## src/hw/rtl/hce_pkg.sv

```systemverilog
// Shared types and constants for the Huffman code table encoder.
package hce_pkg;

    localparam int BYTE_W = 8;
    localparam int PEND_W = 7;

    localparam logic [1:0] MODE_LOAD   = 2'd0;
    localparam logic [1:0] MODE_ENCODE = 2'd1;
    localparam logic [1:0] MODE_FLUSH  = 2'd2;

    typedef struct packed {
        logic [1:0]  mode;
        logic [7:0]  symbol;
        logic [31:0] code_bits;
        logic [5:0]  code_length;
    } t_in_req;

    typedef struct packed {
        logic [7:0] out_byte;
        logic       last_of_run;
    } t_out_req;

    // lookup stage status handed to the packer
    typedef struct packed {
        logic       valid;
        logic [1:0] mode;
        logic       hit;
    } t_s1_ctl;

endpackage

```

## src/hw/rtl/hce_pack.sv

```systemverilog
// Bit packer: pending-bit accumulator and byte emitter.
module hce_pack #(
    parameter int MAX_CODE_LEN = 32
) (
    input  logic                              i_clk,
    input  logic                              i_rst_n,
    input  hce_pkg::t_s1_ctl                  i_s1,
    input  logic [$clog2(MAX_CODE_LEN+1)-1:0] i_len,
    input  logic [MAX_CODE_LEN-1:0]           i_code,
    input  logic                              i_out_stall,
    output logic                              o_s1_go,
    output logic                              o_out_valid,
    output hce_pkg::t_out_req                 o_out
);

    import hce_pkg::*;

    localparam int CW     = MAX_CODE_LEN;
    localparam int LW     = $clog2(CW + 1);
    localparam int ACC_W  = CW + PEND_W;
    localparam int TW     = $clog2(ACC_W + 1);
    localparam int NB_MAX = ACC_W / BYTE_W;
    localparam int CNTW   = $clog2(NB_MAX + 1);

    logic [PEND_W-1:0] r_pend, n_pend;
    logic [2:0]        r_pcnt, n_pcnt;
    logic [ACC_W-1:0]  r_word, n_word;
    logic [CNTW-1:0]   r_left, n_left;

    logic [LW-1:0]     eff_len;
    logic [ACC_W-1:0]  acc;
    logic [TW-1:0]     total;
    logic [2:0]        rem;
    logic [ACC_W-1:0]  word_enc;
    logic [BYTE_W-1:0] fl_byte;
    logic [ACC_W-1:0]  job_word;
    logic [CNTW-1:0]   job_n;
    logic [PEND_W-1:0] job_pend;
    logic [2:0]        job_pcnt;
    logic              out_acc;
    logic              em_free;

    // append codeword below the pending bits
    assign eff_len  = i_s1.hit ? i_len : '0;
    assign acc      = (ACC_W'(r_pend) << eff_len) | ACC_W'(i_s1.hit ? i_code : '0);
    assign total    = TW'(r_pcnt) + TW'(eff_len);
    assign rem      = total[2:0];
    assign word_enc = acc << (TW'(ACC_W) - total);
    assign fl_byte  = {r_pend, 1'b0} << (3'(PEND_W) - r_pcnt);

    always_comb begin
        job_word = word_enc;
        job_n    = '0;
        job_pend = r_pend;
        job_pcnt = r_pcnt;
        case (i_s1.mode)
            MODE_ENCODE: begin
                job_n    = CNTW'(total >> 3);
                job_pend = acc[PEND_W-1:0] & ~({PEND_W{1'b1}} << rem);
                job_pcnt = rem;
            end
            MODE_FLUSH: begin
                job_word = {fl_byte, {(ACC_W-BYTE_W){1'b0}}};
                job_n    = (r_pcnt != 3'd0) ? CNTW'(1) : '0;
                job_pend = '0;
                job_pcnt = 3'd0;
            end
            default: begin
            end
        endcase
    end

    assign out_acc = o_out_valid && !i_out_stall;
    assign em_free = (r_left == '0) || ((r_left == CNTW'(1)) && out_acc);
    assign o_s1_go = i_s1.valid && ((job_n == '0) || em_free);

    always_comb begin
        n_pend = r_pend;
        n_pcnt = r_pcnt;
        n_word = r_word;
        n_left = r_left;
        if (o_s1_go) begin
            n_pend = job_pend;
            n_pcnt = job_pcnt;
        end
        if (o_s1_go && (job_n != '0)) begin
            n_word = job_word;
            n_left = job_n;
        end else if (out_acc) begin
            n_word = r_word << BYTE_W;
            n_left = r_left - CNTW'(1);
        end
    end

    always_ff @(posedge i_clk) begin
        if (!i_rst_n) begin
            r_pend <= '0;
            r_pcnt <= 3'd0;
            r_left <= '0;
        end else begin
            r_pend <= n_pend;
            r_pcnt <= n_pcnt;
            r_left <= n_left;
        end
        r_word <= n_word;
    end

    assign o_out_valid       = (r_left != '0);
    assign o_out.out_byte    = r_word[ACC_W-1 -: BYTE_W];
    assign o_out.last_of_run = (r_left == CNTW'(1));

`ifndef SYNTH
    a_left_bound: assert property (@(posedge i_clk) disable iff (!i_rst_n)
        r_left <= CNTW'(NB_MAX))
        else $error("byte count above maximum");

    a_flush_clears: assert property (@(posedge i_clk) disable iff (!i_rst_n)
        (o_s1_go && (i_s1.mode == MODE_FLUSH)) |=> (r_pcnt == 3'd0))
        else $error("flush left pending bits");

    a_run_ends: assert property (@(posedge i_clk) disable iff (!i_rst_n)
        (out_acc && o_out.last_of_run && !(o_s1_go && (job_n != '0)))
        |=> !o_out_valid)
        else $error("bytes shown past end of run");
`endif

endmodule

```

## config.mk

```make
export PLATFORM = sky130hd
export DESIGN_NAME = hce_pack
export DESIGN_NICKNAME = d
export VERILOG_FILES = /design/src/hw/rtl/hce_pkg.sv /design/src/hw/rtl/hce_pack.sv
export SDC_FILE = /design/constraint.sdc
export NUM_CORES = 1
export LEC_CHECK = 0
export BUFFER_PORTS_ARGS = -buffer_cell sky130_fd_sc_hd__buf_2
export CORE_UTILIZATION = 62
export DETAILED_ROUTE_END_ITERATION = 6
export PLACE_DENSITY_LB_ADDON = 0.1
export SLEW_MARGIN = 5
export SYNTH_ARGS = -nofsm -noshare
export SYNTH_HDL_FRONTEND = slang
export SYNTH_SLANG_ARGS = --single-unit
```

## constraint.sdc

```tcl
create_clock -name i_clk -period 4.33 [get_ports i_clk]
set_input_delay 0 -clock i_clk [delete_from_list [all_inputs] [get_ports i_clk]]
set_output_delay 0 -clock i_clk [all_outputs]
set_load 0.03 [all_outputs]
```

==> report_table.html <==
<table>
<tr><th>Metric</th><th>Value</th></tr>
<tr><th colspan="2">STA</th></tr>
<tr><td>Achievable Freq</td><td>250 MHz</td></tr>
<tr><td>Clock skew after layout</td><td>0.0160 ns</td></tr>
<tr><td>Unrepaired setup endpoints after global routing</td><td>no</td></tr>
<tr><td>Relative slew slack</td><td>25.5%</td></tr>
<tr><td>Min cycle time layout</td><td>4.00 ns</td></tr>
<tr><td>Smallest setup slack after layout</td><td>0.333 ns</td></tr>
<tr><td>Final count of hold timing violations</td><td>0</td></tr>
<tr><td>Max-slew violations</td><td>0</td></tr>
<tr><td>Slew of the pin with the lowest slew margin</td><td>1.11 ns</td></tr>
<tr><td>Aggregate negative setup slack</td><td>0 ns</td></tr>
<tr><td>Ratio of final minimum period to clock period</td><td>92.3%</td></tr>
<tr><td>Fin Hold WS</td><td>0.143 ns</td></tr>
<tr><td>Setup-violating endpoint count in the final report</td><td>0</td></tr>
<tr><th colspan="2">Clock network</th></tr>
<tr><td>Number of sinks driven by the clock tree</td><td>52</td></tr>
<tr><td>Resize count post-CTS</td><td>0</td></tr>
<tr><td>Insertion delay of the later-clocked pin in the worst-skew pair</td><td>0.33 ns</td></tr>
<tr><td>H-tree Lvls</td><td>2</td></tr>
<tr><td>Clock slew seen by the registers of the worst setup and hold paths</td><td>0.10 ns</td></tr>
<tr><td>Post-CTS setup buffer count</td><td>0</td></tr>
<tr><td># hold bufs at CTS</td><td>1</td></tr>
<tr><td>Clock tree from TritonCTS</td><td>done</td></tr>
<tr><td>Cts bufs inserted</td><td>5</td></tr>
<tr><td>Number of buffers on the longest clock path</td><td>2</td></tr>
<tr><td>Root cell of the clock tree</td><td>clkbuf_8</td></tr>
<tr><th colspan="2">Cells and area</th></tr>
<tr><td>Final instance area</td><td>7160 um^2</td></tr>
<tr><td>Antenna diodes</td><td>0</td></tr>
<tr><td>Final standard cell count with taps included and fillers excluded</td><td>1009</td></tr>
<tr><td>Share of post-route cells with drive strength above 1</td><td>18.0%</td></tr>
<tr><td>Synthesis-to-finish area growth</td><td>5.47%</td></tr>
<tr><td>Net count, final</td><td>926</td></tr>
<tr><th colspan="2">Run</th></tr>
<tr><td>Max cap viols</td><td>0</td></tr>
<tr><th colspan="2">Synth</th></tr>
<tr><td>Largest family of logic cells by synthesized area</td><td>compound AO/OA/AOI/OAI gates</td></tr>
<tr><td>Multiplexer fraction of the synthesized cell area</td><td>11.8%</td></tr>
<tr><td>Number of instances in the synthesized netlist</td><td>870</td></tr>
<tr><td>Syn. warnings</td><td>0</td></tr>
<tr><td>Xor/xnor cell area share of the yosys netlist</td><td>1.01%</td></tr>
<tr><td>Basic-gate share of the synthesized area counting and, or, nand and nor cells</td><td>23.8%</td></tr>
<tr><td>Complex-gate fraction of the synthesized area</td><td>32.7%</td></tr>
<tr><td>Post-Syn Area</td><td>6790 um^2</td></tr>
<tr><td>Adder-Cell Fraction of Synth Area</td><td>1.66%</td></tr>
<tr><td>Post-synth EDFFs</td><td>39</td></tr>
<tr><td>Number of library cell types mapped by synthesis</td><td>97</td></tr>
<tr><td>Proportion of synthesized chip area in sequential cells</td><td>21.1%</td></tr>
<tr><td>Post-Synthesis Mean Instance Area</td><td>7.80 um^2</td></tr>
<tr><td>Net count after synthesis</td><td>924</td></tr>
<tr><td>Synth Flop Type</td><td>edfxtp_1</td></tr>
<tr><td>FF+latch count, synth</td><td>52</td></tr>
<tr><td>Share of async-settable or async-resettable flops after synthesis</td><td>0%</td></tr>
<tr><th colspan="2">Placement</th></tr>
<tr><td>Cell count after placement</td><td>1000</td></tr>
<tr><td>Minimum setup slack after placement</td><td>0.491 ns</td></tr>
<tr><td>Count of buffers from port buffering</td><td>55</td></tr>
<tr><td>Final weighted congestion in routability-driven placement</td><td>1.04</td></tr>
<tr><td>Placed wire-length estimate</td><td>18700 um</td></tr>
<tr><td>Standard cell area after detailed placement</td><td>7040 um^2</td></tr>
<tr><th colspan="2">Route</th></tr>
<tr><td>Iteration-0 DRC count of the detailed router</td><td>1308</td></tr>
<tr><td>Top layer reached by signal wires</td><td>met4</td></tr>
<tr><td>Mean number of vias per cell</td><td>7.78</td></tr>
<tr><td>Number of DRC violations after detailed routing</td><td>6</td></tr>
<tr><td>Router iterations before antenna repair</td><td>7</td></tr>
<tr><td>Routed wire length per instance</td><td>24.9 um</td></tr>
<tr><td>Total wirelength of the detailed-routed design</td><td>25200 um</td></tr>
<tr><td>Total length of routed met2 wires</td><td>10600 um</td></tr>
<tr><td>Detailed-route via count</td><td>7848</td></tr>
<tr><td>Total length of routed met3 wires</td><td>3680 um</td></tr>
<tr><td>Sum of routed wire segments on met1</td><td>9290 um</td></tr>
<tr><td>Antenna viol nets, final</td><td>0</td></tr>
<tr><th colspan="2">Pwr</th></tr>
<tr><td>Max VDD drop</td><td>0.460 mV</td></tr>
<tr><td>Pwr Density</td><td>322 nW/um^2</td></tr>
<tr><td>Static Leakage</td><td>2.61 nW</td></tr>
<tr><th colspan="2">Die</th></tr>
<tr><td>Area of the core</td><td>10500 um^2</td></tr>
<tr><td>Number of top-level pins</td><td>56</td></tr>
<tr><td>DIE AREA</td><td>11400 um^2</td></tr>
<tr><td>Y dimension of the die</td><td>107 um</td></tr>
<tr><td>Die X-Extent</td><td>107 um</td></tr>
<tr><td>Core Rows</td><td>37</td></tr>
<tr><td>Initial core utilization</td><td>64.9%</td></tr>
<tr><th colspan="2">Setup path</th></tr>
<tr><td>Type of the worst setup path</td><td>reg -&gt; reg</td></tr>
<tr><td>Required time of the critical path</td><td>4.38 ns</td></tr>
<tr><td>Maximum fanout encountered on the critical timing path</td><td>21</td></tr>
<tr><td>Critical Path End Type</td><td>flip-flop</td></tr>
<tr><td>CP Launch Type</td><td>flip-flop</td></tr>
<tr><td>WP data arrival</td><td>4.05 ns</td></tr>
<tr><th colspan="2">Min path</th></tr>
<tr><td>Worst min-delay path category</td><td>in -&gt; reg</td></tr>
<tr><th colspan="2">GRT</th></tr>
<tr><td>Initial antenna violation count</td><td>0</td></tr>
<tr><td>Number of global-route vias before repair</td><td>7024</td></tr>
<tr><td>Grt total ovfl</td><td>0</td></tr>
<tr><td>All-Layer GR Usage</td><td>43.9%</td></tr>
<tr><td>Global-route wire length before repair</td><td>38700 um</td></tr>
<tr><td>Pin count of the biggest net entering global routing</td><td>48</td></tr>
<tr><th colspan="2">Outcome</th></tr>
<tr><td>Violated checks</td><td>DRC</td></tr>
<tr><td>Result of the run</td><td>complete, but fails checks</td></tr>
</table>
## metal layers
metal | track usage [%] | up-vias
li1 | - | 3343
met1 | 59.4 | 3620
met2 | 65.9 | 730
met3 | 10.9 | 155
met4 | 20.5 | 0
met5 | 0 | -
## per-stage QoR
stage / total power, mW / utilization [%]
floorplan: 1.62 / -
global placement: 1.88 / 67.3
detailed placement: 1.91 / 67.3
CTS: 2.26 / 68.5
global route: 2.39 / 68.5
finish: 2.30 / 68.5
## final timing paths
path / start / endpoint / slack, ns / cells past startpoint
max reg2reg: r_pcnt[2]$_SDFFE_PN0P_ / r_word[29]$_DFFE_PP_ / 0.33 / 13
min reg2reg: r_word[4]$_SDFFCE_PP0P_ / r_word[12]$_DFFE_PP_ / 0.54 / 2
min: i_out_stall / r_left[0]$_SDFFE_PN0P_ / 0.14 / 5
max: r_pcnt[2]$_SDFFE_PN0P_ / r_word[29]$_DFFE_PP_ / 0.33 / 13
## logic make-up (layout without fill, tap and decap cells)
kind of cell / after synthesis / count (layout)
XOR/XNOR: 7 / 7
adder cells (fa/ha/maj): 9 / 9
flip-flops: 52 / 52
multiplexers: 62 / 62
AO/OA/AOI/OAI: 299 / 299
AND/OR/NAND/NOR: 330 / 330
buffers and inverters: 111 / 114
## state kept, by name (all words and copies together) (netlist names)
register  flops
r_left        3
r_pcnt        3
r_pend        7
r_word       39
## critical path, cell delays in order, from the launching register on
cell and delay, ns:
dfxtp_1 0.59, ha_1 0.44, and4_1 0.32, o31ai_1 0.35, xor2_1 0.11, nand2b_1 0.20
ha_1 0.22, inv_1 0.07, nand3_1 0.09, nand2_1 0.25, nor3_1 0.08, buf_4 0.22
nand2b_1 0.55, o221ai_1 0.24
## cell type report
cell class | instances | area, um^2
well taps | 136 | 170
inverters | 23 | 86.3
repair buffers | 83 | 513
flip-flops and latches | 52 | 1430
clock buffers | 5 | 68.8
clock inverters | 3 | 46.3
multi-input cells | 707 | 4850
fillers | 897 | 3300
## cells in the mapped netlist (16+ instances only)
cell type    n  area (um^2)
buf_2       22          110
inv_1       20         75.1
nand2_1    107          402
nand3_1     28          140
o22ai_1     17          106
a21oi_1     49          245
nor2_1      93          349
buf_4       16          120
mux2i_1     34          340
o21ai_0     48          240
clkbuf_1    38          143
edfxtp_1    39         1170
nor3_1      24          120
## power by group
group	leakage, nW	internal (mW)	switching (mW)
Clock	0.0548	0.174	0.180
Combinational	2.08	0.391	0.766
Sequential	0.470	0.738	0.0528
## placed cells by master, fill, tap and decap left out, drive strengths merged, types with 16 or more instances in the layout
master	n
nand2	107
nor2	93
buf	82
o21ai	63
a21oi	49
edfxtp	39
mux2i	34
nand3	28
nor3	24
inv	22
o22ai	18
a31oi	16
(Power assumes the default switching activity.)
